**config.mk**
```make
export PLATFORM = sky130hd
export DESIGN_NAME = epoch_seconds_to_calendar
export DESIGN_NICKNAME = d
export VERILOG_FILES = /design/src/sv/ecal_pkg.sv /design/src/sv/ecal_day_split.sv /design/src/sv/ecal_date.sv /design/src/sv/ecal_time.sv /design/src/sv/epoch_seconds_to_calendar.sv
export VERILOG_INCLUDE_DIRS = /design/src /design/src/sv
export SDC_FILE = /design/constraint.sdc
export NUM_CORES = 2
export LEC_CHECK = 0
export ABC_AREA = 1
export ABC_CLOCK_PERIOD_IN_PS = 24800
export CAP_MARGIN = 20
export CORE_UTILIZATION = 60
export DETAILED_ROUTE_END_ITERATION = 8
export DONT_BUFFER_PORTS = 1
export PLACE_DENSITY_LB_ADDON = 0.2
export RECOVER_POWER = 50
export SYNTH_ARGS = -nofsm -noshare
export SYNTH_HDL_FRONTEND = slang
export SYNTH_HIERARCHICAL = 1
export SYNTH_SLANG_ARGS = --single-unit
```
**constraint.sdc**
```tcl
create_clock -name clk -period 24.8 [get_ports clk]
set_clock_uncertainty 0.15 [all_clocks]
set_input_delay 7.44 -clock clk [delete_from_list [all_inputs] [get_ports clk]]
set_output_delay 7.44 -clock clk [all_outputs]
set_load 0.02 [all_outputs]
```
**src/sv/assert_macros.svh**
```systemverilog
// assertion macros for the calendar conversion block
`ifndef ASSERT_MACROS_SVH
`define ASSERT_MACROS_SVH
`ifndef SYNTHESIS
`define ASSERT_IMPLIES(label, clk, rst, pre, post) \
  label: assert property (@(posedge clk) disable iff (rst) (pre) |-> (post)) \
    else $error("assertion failed");
`define ASSERT_NEXT(label, clk, rst, pre, post) \
  label: assert property (@(posedge clk) disable iff (rst) (pre) |=> (post)) \
    else $error("assertion failed");
`else
`define ASSERT_IMPLIES(label, clk, rst, pre, post)
`define ASSERT_NEXT(label, clk, rst, pre, post)
`endif
`endif

```
**src/sv/ecal_pkg.sv**
```systemverilog
// shared types and constants for the calendar conversion block
`default_nettype none
package ecal_pkg;

  typedef logic [31:0] local_sec_t;
  typedef logic [15:0] day_count_t;
  typedef logic [16:0] sec_of_day_t;

  localparam logic [15:0] OFFSET_RESET = 16'd28800;

  // reciprocal constants, exact over the value ranges used
  localparam logic [25:0] DAY_RECIP    = 26'd50903317;  // 1/675, shift 35
  localparam logic [16:0] DAY_SECONDS  = 17'd86400;
  localparam logic [16:0] CYCLE_RECIP  = 17'd91868;     // 1/1461, shift 27
  localparam logic [10:0] CYCLE_DAYS   = 11'd1461;
  localparam logic [17:0] WEEK_RECIP   = 18'd149797;    // 1/7, shift 20
  localparam logic [2:0]  WEEK_DAYS    = 3'd7;
  localparam logic [2:0]  EPOCH_WEEKDAY = 3'd4;
  localparam logic [13:0] HOUR_RECIP   = 14'd9321;      // 1/225, shift 21
  localparam logic [11:0] HOUR_SECONDS = 12'd3600;
  localparam logic [10:0] MIN_RECIP    = 11'd1093;      // 1/15, shift 14
  localparam logic [5:0]  MIN_SECONDS  = 6'd60;

  localparam logic [7:0]  BASE_YEAR    = 8'd70;
  localparam logic [10:0] YEAR1_START  = 11'd365;
  localparam logic [10:0] YEAR2_START  = 11'd730;
  localparam logic [10:0] YEAR3_START  = 11'd1096;

  localparam logic [8:0] MONTH_START_COMMON [0:11] = '{
    9'd0, 9'd31, 9'd59, 9'd90, 9'd120, 9'd151,
    9'd181, 9'd212, 9'd243, 9'd273, 9'd304, 9'd334
  };
  localparam logic [8:0] MONTH_START_LEAP [0:11] = '{
    9'd0, 9'd31, 9'd60, 9'd91, 9'd121, 9'd152,
    9'd182, 9'd213, 9'd244, 9'd274, 9'd305, 9'd335
  };

endpackage
`default_nettype wire

```
**src/sv/ecal_day_split.sv**
```systemverilog
// splits local seconds into whole days and seconds of the day, three stages
`default_nettype none
module ecal_day_split (
  input  wire logic                 clk,
  input  wire logic                 en,
  input  wire ecal_pkg::local_sec_t local_sec,
  output ecal_pkg::day_count_t      days,
  output ecal_pkg::sec_of_day_t     sod
);

  logic [50:0]          day_prod;
  ecal_pkg::local_sec_t local_a;
  ecal_pkg::day_count_t days_b;
  logic [31:0]          day_sec_b;
  ecal_pkg::local_sec_t local_b;
  ecal_pkg::day_count_t days_next;
  logic [32:0]          day_sec_full;
  logic [31:0]          sod_full;

  always_comb begin
    days_next    = day_prod[50:35];
    day_sec_full = days_next * ecal_pkg::DAY_SECONDS;
    sod_full     = local_b - day_sec_b;
  end

  always_ff @(posedge clk) begin
    if (en) begin
      day_prod  <= local_sec[31:7] * ecal_pkg::DAY_RECIP;
      local_a   <= local_sec;
      days_b    <= days_next;
      day_sec_b <= day_sec_full[31:0];
      local_b   <= local_a;
      days      <= days_b;
      sod       <= sod_full[16:0];
    end
  end

endmodule
`default_nettype wire

```
**src/sv/ecal_date.sv**
```systemverilog
// year, day of year, month, day of month and weekday from a day count
`default_nettype none
module ecal_date (
  input  wire logic                 clk,
  input  wire logic                 en,
  input  wire ecal_pkg::day_count_t days,
  output logic [7:0]                years_since_1900,
  output logic [8:0]                day_of_year,
  output logic [3:0]                month_index,
  output logic [4:0]                day_of_month,
  output logic [2:0]                weekday
);

  // stage a
  logic [32:0]          cyc_prod;
  logic [34:0]          wk_prod;
  logic [16:0]          wk_sum;
  ecal_pkg::day_count_t days_a;
  // stage b
  logic [10:0]          dcyc;
  logic [5:0]           cyc;
  logic [2:0]           wday_b;
  // stage c
  logic [7:0]           year_c;
  logic [8:0]           yday_c;
  logic                 leap_c;
  logic [2:0]           wday_c;

  logic [16:0] wk_sum_next;
  logic [5:0]  cyc_next;
  logic [14:0] wq_next;
  logic [16:0] cyc_days;
  logic [15:0] dcyc_full;
  logic [17:0] wk_days;
  logic [16:0] wday_full;
  logic [1:0]  yoff;
  logic [10:0] yday_full;
  logic        leap_next;
  logic [7:0]  year_next;
  logic [3:0]  month_next;
  logic [8:0]  start_sel;
  logic [8:0]  dom_full;

  always_comb begin
    wk_sum_next = {1'b0, days} + {14'd0, ecal_pkg::EPOCH_WEEKDAY};
    cyc_next    = cyc_prod[32:27];
    wq_next     = wk_prod[34:20];
    cyc_days    = cyc_next * ecal_pkg::CYCLE_DAYS;
    dcyc_full   = days_a - cyc_days[15:0];
    wk_days     = wq_next * ecal_pkg::WEEK_DAYS;
    wday_full   = wk_sum - wk_days[16:0];
  end

  // walk the four years of the leap period: 365, 365, 366 and 365 days
  always_comb begin
    leap_next = 1'b0;
    if (dcyc < ecal_pkg::YEAR1_START) begin
      yoff      = 2'd0;
      yday_full = dcyc;
    end else if (dcyc < ecal_pkg::YEAR2_START) begin
      yoff      = 2'd1;
      yday_full = dcyc - ecal_pkg::YEAR1_START;
    end else if (dcyc < ecal_pkg::YEAR3_START) begin
      yoff      = 2'd2;
      yday_full = dcyc - ecal_pkg::YEAR2_START;
      leap_next = 1'b1;
    end else begin
      yoff      = 2'd3;
      yday_full = dcyc - ecal_pkg::YEAR3_START;
    end
    year_next = ecal_pkg::BASE_YEAR + {cyc, 2'b00} + {6'd0, yoff};
  end

  always_comb begin
    month_next = 4'd0;
    for (int i = 1; i < 12; i++) begin
      if (leap_c) begin
        if (yday_c >= ecal_pkg::MONTH_START_LEAP[i]) month_next = 4'(i);
      end else begin
        if (yday_c >= ecal_pkg::MONTH_START_COMMON[i]) month_next = 4'(i);
      end
    end
    start_sel = leap_c ? ecal_pkg::MONTH_START_LEAP[month_next]
                       : ecal_pkg::MONTH_START_COMMON[month_next];
    dom_full  = yday_c - start_sel + 9'd1;
  end

  always_ff @(posedge clk) begin
    if (en) begin
      cyc_prod         <= days * ecal_pkg::CYCLE_RECIP;
      wk_prod          <= wk_sum_next * ecal_pkg::WEEK_RECIP;
      wk_sum           <= wk_sum_next;
      days_a           <= days;
      dcyc             <= dcyc_full[10:0];
      cyc              <= cyc_next;
      wday_b           <= wday_full[2:0];
      year_c           <= year_next;
      yday_c           <= yday_full[8:0];
      leap_c           <= leap_next;
      wday_c           <= wday_b;
      years_since_1900 <= year_c;
      day_of_year      <= yday_c;
      month_index      <= month_next;
      day_of_month     <= dom_full[4:0];
      weekday          <= wday_c;
    end
  end

endmodule
`default_nettype wire

```
**src/sv/ecal_time.sv**
```systemverilog
// hour, minute and second from seconds of the day
`default_nettype none
module ecal_time (
  input  wire logic                  clk,
  input  wire logic                  en,
  input  wire ecal_pkg::sec_of_day_t sod,
  output logic [4:0]                 hour_of_day,
  output logic [5:0]                 minute_of_hour,
  output logic [5:0]                 second_of_minute
);

  logic [26:0]           hour_prod;
  ecal_pkg::sec_of_day_t sod_a;
  logic [4:0]            hour_b;
  logic [11:0]           rem_b;
  logic [20:0]           min_prod;
  logic [11:0]           rem_c;
  logic [4:0]            hour_c;

  logic [4:0]  hour_next;
  logic [16:0] hour_sec;
  logic [16:0] rem_full;
  logic [5:0]  min_next;
  logic [11:0] min_sec;
  logic [11:0] sec_full;

  always_comb begin
    hour_next = hour_prod[25:21];
    hour_sec  = hour_next * ecal_pkg::HOUR_SECONDS;
    rem_full  = sod_a - hour_sec;
    min_next  = min_prod[19:14];
    min_sec   = min_next * ecal_pkg::MIN_SECONDS;
    sec_full  = rem_c - min_sec;
  end

  always_ff @(posedge clk) begin
    if (en) begin
      hour_prod        <= sod[16:4] * ecal_pkg::HOUR_RECIP;
      sod_a            <= sod;
      hour_b           <= hour_next;
      rem_b            <= rem_full[11:0];
      min_prod         <= rem_b[11:2] * ecal_pkg::MIN_RECIP;
      rem_c            <= rem_b;
      hour_c           <= hour_b;
      hour_of_day      <= hour_c;
      minute_of_hour   <= min_next;
      second_of_minute <= sec_full[5:0];
    end
  end

endmodule
`default_nettype wire

```
**src/sv/epoch_seconds_to_calendar.sv**
```systemverilog
// throughput: one request per cycle unless stalled; the eight-stage pipeline
// moves as one and holds every stage while a result waits under out_stall
// reset clears all valid bits and loads the zone offset with 28800 seconds
`default_nettype none
`include "assert_macros.svh"
module epoch_seconds_to_calendar (
  input  wire logic        clk,
  input  wire logic        rst,
  input  wire logic        cfg_wr_en,
  input  wire logic [15:0] cfg_wr_data,
  input  wire logic        in_valid,
  output logic             in_stall,
  input  wire logic [30:0] epoch_seconds,
  output logic             out_valid,
  input  wire logic        out_stall,
  output logic [7:0]       years_since_1900,
  output logic [8:0]       day_of_year,
  output logic [3:0]       month_index,
  output logic [4:0]       day_of_month,
  output logic [2:0]       weekday,
  output logic [4:0]       hour_of_day,
  output logic [5:0]       minute_of_hour,
  output logic [5:0]       second_of_minute
);

  localparam int Depth = 8;

  logic [15:0]           zone_offset_seconds;
  logic [Depth-1:0]      valid_pipe;
  ecal_pkg::local_sec_t  local_sec;
  ecal_pkg::day_count_t  days;
  ecal_pkg::sec_of_day_t sod;
  logic                  en;

  assign en        = !(valid_pipe[Depth-1] && out_stall);
  assign in_stall  = !en;
  assign out_valid = valid_pipe[Depth-1];

  always_ff @(posedge clk) begin
    if (rst) begin
      zone_offset_seconds <= ecal_pkg::OFFSET_RESET;
    end else if (cfg_wr_en) begin
      zone_offset_seconds <= cfg_wr_data;
    end
  end

  always_ff @(posedge clk) begin
    if (rst) begin
      valid_pipe <= '0;
    end else if (en) begin
      valid_pipe <= {valid_pipe[Depth-2:0], in_valid};
    end
  end

  always_ff @(posedge clk) begin
    if (en) begin
      local_sec <= {1'b0, epoch_seconds} + {16'd0, zone_offset_seconds};
    end
  end

  ecal_day_split u_split (
    .clk       (clk),
    .en        (en),
    .local_sec (local_sec),
    .days      (days),
    .sod       (sod)
  );

  ecal_date u_date (
    .clk              (clk),
    .en               (en),
    .days             (days),
    .years_since_1900 (years_since_1900),
    .day_of_year      (day_of_year),
    .month_index      (month_index),
    .day_of_month     (day_of_month),
    .weekday          (weekday)
  );

  ecal_time u_time (
    .clk              (clk),
    .en               (en),
    .sod              (sod),
    .hour_of_day      (hour_of_day),
    .minute_of_hour   (minute_of_hour),
    .second_of_minute (second_of_minute)
  );

  `ASSERT_IMPLIES(a_time_range, clk, rst, out_valid, hour_of_day <= 5'd23 && minute_of_hour <= 6'd59 && second_of_minute <= 6'd59)
  `ASSERT_IMPLIES(a_date_range, clk, rst, out_valid, month_index <= 4'd11 && day_of_month != 5'd0 && weekday <= 3'd6)
  `ASSERT_IMPLIES(a_year_range, clk, rst, out_valid, day_of_year <= 9'd365 && years_since_1900 >= 8'd70)
  `ASSERT_NEXT(a_hold_pipe, clk, rst, !en, $stable(valid_pipe))

endmodule
`default_nettype wire
```
; ---- Word level (Yosys, flattened, before mapping)
; Memories as Yosys holds them, arrays and structs flattened.
; Cells that the tools add are included.
[word_totals]
regBits = 453
mem_bits_ro = 288
inputBits = 52
output_inout_bits = 48
wordCells = 133
n_memories = 2
[memory_table]
columns = memory, depth, width, read_ports, rd_clocked_by_memory_dff, wr, line_no
row1 = (name not given), 16, 9, 1, 0, 0, ecal_date.sv:84  ; : ecal_pkg::MONTH_START_COMMON[month_next];
row2 = (name not given), 16, 9, 1, 0, 0, ecal_date.sv:83  ; start_sel = leap_c ? ecal_pkg::MONTH_START_LEAP[month_next]
[op_classes]
n_addsub = 14
n_mul = 10
n_lt_le_gt_ge = 25
n_mux = 43
bitwise_logic = 1
n_reduce_logical = 2
[ops]
columns = cell, n
row1 = $mux 4, 28
row2 = $ge 9x8->1 const B, 8
row3 = $ge 9x9->1 const B, 6
row4 = $mul 25x26->51 const B, 1
row5 = $ge 9x7->1 const B, 4
row6 = $mul 17x18->35 const B, 1
row7 = $add 31x16->32, 1
row8 = $mul 16x15->31 const B, 1
row9 = $mux 9, 3
row10 = $mul 13x14->26 const B, 1
row11 = $mux 5, 5
row12 = $mul 10x11->20 const B, 1
row13 = $ge 9x6->1 const B, 2
row14 = $add 16x3->17 const B, 1
row15 = $sub 17x17->17, 1
row16 = $mul 16x10->10 const B, 1
row17 = $mul 15x3->3 const B, 1
row18 = $sub 12x12->12, 1
row19 = $lt 11x10->1 const B, 1
row20 = $lt 11x11->1 const B, 1
row21 = $lt 11x9->1 const B, 1
row22 = $mul 6x11->11 const B, 1
row23 = $sub 11x11->11, 1
row24 = $ge 9x5->1 const B, 1
row25 = other kinds (17), 22

; ---- Logic depth before layout (Yosys ltp)
[depth]
ltp_word = 29
mapped_depth = 30
mapped_depth_nobuf = 30

; ---- Hierarchy
; Netlist, hierarchy kept.
[by_module_without_submodules]
columns = module, instances, cells_per_inst, area_each_um2, seq_area_each_um2
row1 = ecal_day_split, 1, 1816, 15879.0, 3243.1
row2 = ecal_date, 1, 1328, 12947.4, 2732.6
row3 = ecal_time, 1, 625, 6357.3, 2042.0
row4 = epoch_seconds_to_calendar, 1, 475, 3440.8, 1441.4

; ---- Worst setup path after synthesis
; No wires, ideal clock.
[synth_path]
path_type = input -> output
from = input out_stall
to = output in_stall
arrival_ps = 16485
t_required_ps = 17210
slack_ps = 725
path_stages = 2
cell_sequence = nand2_1 > clkinv_1
[synth_via]
elab_chain_len = 1
[synth_rtl]
columns = item, line_no
row1 = "start, declared", epoch_seconds_to_calendar.sv:15  ; input wire logic out_stall,
row2 = $logic_and 1x1->1, epoch_seconds_to_calendar.sv:35  ; assign en = !(valid_pipe[Depth-1] && out_stall);
row3 = "end, declared", epoch_seconds_to_calendar.sv:12  ; output logic in_stall,
; No other way between the ends.

; ---- Worst setup path in the final report
; Ends and elaborated chain as after synthesis.

==> qor.csv <==
metric,value,unit
status,"complete, but fails checks",
failing checks,"capacitance limit, slew limit",
r2r setup slk,17750,ps
dpl cell area,39700,um^2
worst path cell trace,nand2_1 -> clkinv_1,
Synth area leader,edfxtp_1,
Hold Crit Class,flop to flop,
Critical Path End Type,output pin,
CP bufs+invs,1,
Final Max Tran Viols,56,
hold buffers post-CTS,0,
Core Area,63300,um^2
final count of hold timing violations,0,
Horiz. Die Dim,256,um
min Tclk post-route,17660,ps
post-DR vias/cell,5.18,
drt initial violations,1498,
postcts setup bufs,0,
drt drc,0,
Layout area overhead,6.02,%
Hold Path Depth,0,
Pre-antenna DRT Iters,5,
number of cells on the critical path,2,
Sink Count,323,
Nets,5434,
period utilization,71.2,%
fmax,0.0566,GHz
CTS buffer count,40,
Hold Startpoint,u_split/local_a[11]$_DFFE_PP_,
share of layout cells above drive strength 1,3.36,%
Mapped Area,38600,um^2
# rows,92,
initial antenna violation count,0,
crit-path max cell delay,1620,ps
DR WL/cell,15.5,um
vias in the first global route,28200,
worst-skew pair later-pin latency,570,ps
WHS Endpoint,u_split/local_b[11]$_DFFE_PP_,
Area contributors post-synth,"edfxtp_1 23%, ha_1 23%, fa_1 20%",
R2R depth,24,
gr ovfl total,0,
total negative slack,0,ps
# setup viols final,0,
Avg Synthesized Cell Area,9.10,um^2
final WL,79800,um
required time worst endpoint,17210,ps
detailed placement HPWL,66200,um
reg2reg end,u_split/day_prod[48]$_DFFE_PP_,
number of H-tree levels,2,
Syn Nets,5397,
vias,26700,
"commonest non-fill, non-tap cell in the layout",inv_1,
diode count,0,
Worst Tran Pin Value,2340,ps
relative slew slack,-56.3,%
TritonCTS clock tree,built,
largest net degree at the start of global routing,174,
Max Cap Viol,1,
register bit count reported by yosys,323,
routability cong.,0.933,
first-pass GRT wire length,136000,um
CP startpoint kind,input port,
cts repair resizes,0,
Synth Instances,4244,
RSZ-0062 raised after global routing,no,
main flop type after synthesis,edfxtp_1,
synth warn,6,
Starting Density,61.0,%
Antenna Nets Post-Route,0,
worst endpoint data arrival time,10070,ps
"Max FO, Critical Path",56,
Clock Path Buffers,3,
Yosys top cell area share,23.2,%
Die ar.,65400,um^2
post-route cell area,40900,um^2
Root Driver,clkbuf_16,
number of synthesized flops with an enable pin,299,
register area share after synthesis,24.5,%
Reg-to-Reg Start,local_sec[12]$_DFFE_PN_,
clk slew on worst S/H paths,60,ps
PortBufs,0,
Post-synth ARST share,0,%
Tot GR Track Use,25.6,%
io pins,100,
highest-count cells in the layout ignoring fill and taps,"1089 x inv_1, 755 x nand2_1, 715 x ha_1",
CP top delay family,simple AND/OR/NAND/NOR gates,
critical path's slowest cell,nand2_1,
Crit Path Category,input port to output pin,
post-synth cell types,57,
height of the die,256,um
## state kept, by name, summed over array words and instances (netlist names), 6 cells and up
register,cells
u_date/day_of_year,9
u_date/days_a,9
u_time/minute_of_hour,6
u_time/hour_prod,8
u_date/cyc_prod,6
u_split/sod,17
u_split/local_a,15
u_split/day_sec_b,9
u_time/rem_b,12
u_time/min_prod,8
u_date/years_since_1900,8
u_time/sod_a,9
u_date/dcyc,11
u_split/day_prod,18
u_date/cyc,6
local_sec,32
u_date/year_c,8
u_split/days_b,16
u_split/days,16
u_time/second_of_minute,6
valid_pipe,8
zone_offset_seconds,16
u_date/yday_c,9
u_split/local_b,17
## final cells by class
class / count / area (um^2)
Multi-Input combinational cell: 2801 / 24900
Sequential cell: 323 / 9460
Clock buffer: 48 / 1050
Timing Repair Buffer: 3 / 31.3
Fill cell: 5265 / 22400
Tap cell: 846 / 1060
Clock inverter: 24 / 273
Inverter: 1112 / 4180
## metal layers
layer | track usage, % | routed length [um]
met5 | 0 | 0
met1 | 32.4 | 34700
met2 | 45.7 | 39800
met3 | 2.75 | 2870
met4 | 8.23 | 2430
## synthesized netlist by cell type, types with 3 or more instances
library cell / count
inv_1: 1087
nand2_1: 753
ha_1: 715
fa_1: 386
edfxtp_1: 299
nor2_1: 240
a21oi_1: 138
nand3_1: 112
xor2_1: 96
o21ai_0: 85
nand4_1: 46
xnor2_1: 35
nor3_1: 34
dfxtp_1: 24
inv_2: 23
nand2_2: 23
nor2_2: 14
nor3_2: 13
a21o_1: 10
o21a_1: 9
o21bai_1: 9
a31oi_1: 7
o21ai_1: 7
o31ai_1: 7
nand3_2: 5
clkbuf_1: 4
nand3b_1: 4
nor4_1: 4
o2111ai_1: 4
o211ai_1: 4
a211oi_1: 3
a21oi_2: 3
nor2_4: 3
nor3_4: 3
o21ai_2: 3
o22ai_1: 3
## logic make-up after synthesis
logic type / after synthesis / share of synthesized area, %
simple gates: 1263 / 13.9
flops: 323 / 24.5
compound gates: 306 / 4.56
fa+ha+maj: 1101 / 43.2
buf+inv: 1120 / 10.9
xor+xnor: 131 / 2.97
## stage by stage
step	setup WS, ps	instances	util, %	hold slack [ps]
4_1_cts	8650	5157	64.8	238
3_5_place_dp	8650	5085	62.7	255
6_report	7140	5157	64.7	245
3_3_place_gp	8690	5085	62.7	250
2_1_floorplan	725	4244	-	250
5_1_grt	6790	5157	64.7	244
## worst max-delay path by stage
stage	slack, ps	to	start
2_1_floorplan	720	in_stall	out_stall
3_3_place_gp	8690	in_stall	out_stall
3_5_place_dp	8650	in_stall	out_stall
4_1_cts	8650	in_stall	out_stall
5_1_grt	6790	in_stall	out_stall
6_report	7140	in_stall	out_stall
Power is not shown: default switching activity piles up to over one toggle a cycle in this logic, so the estimate is an artifact.
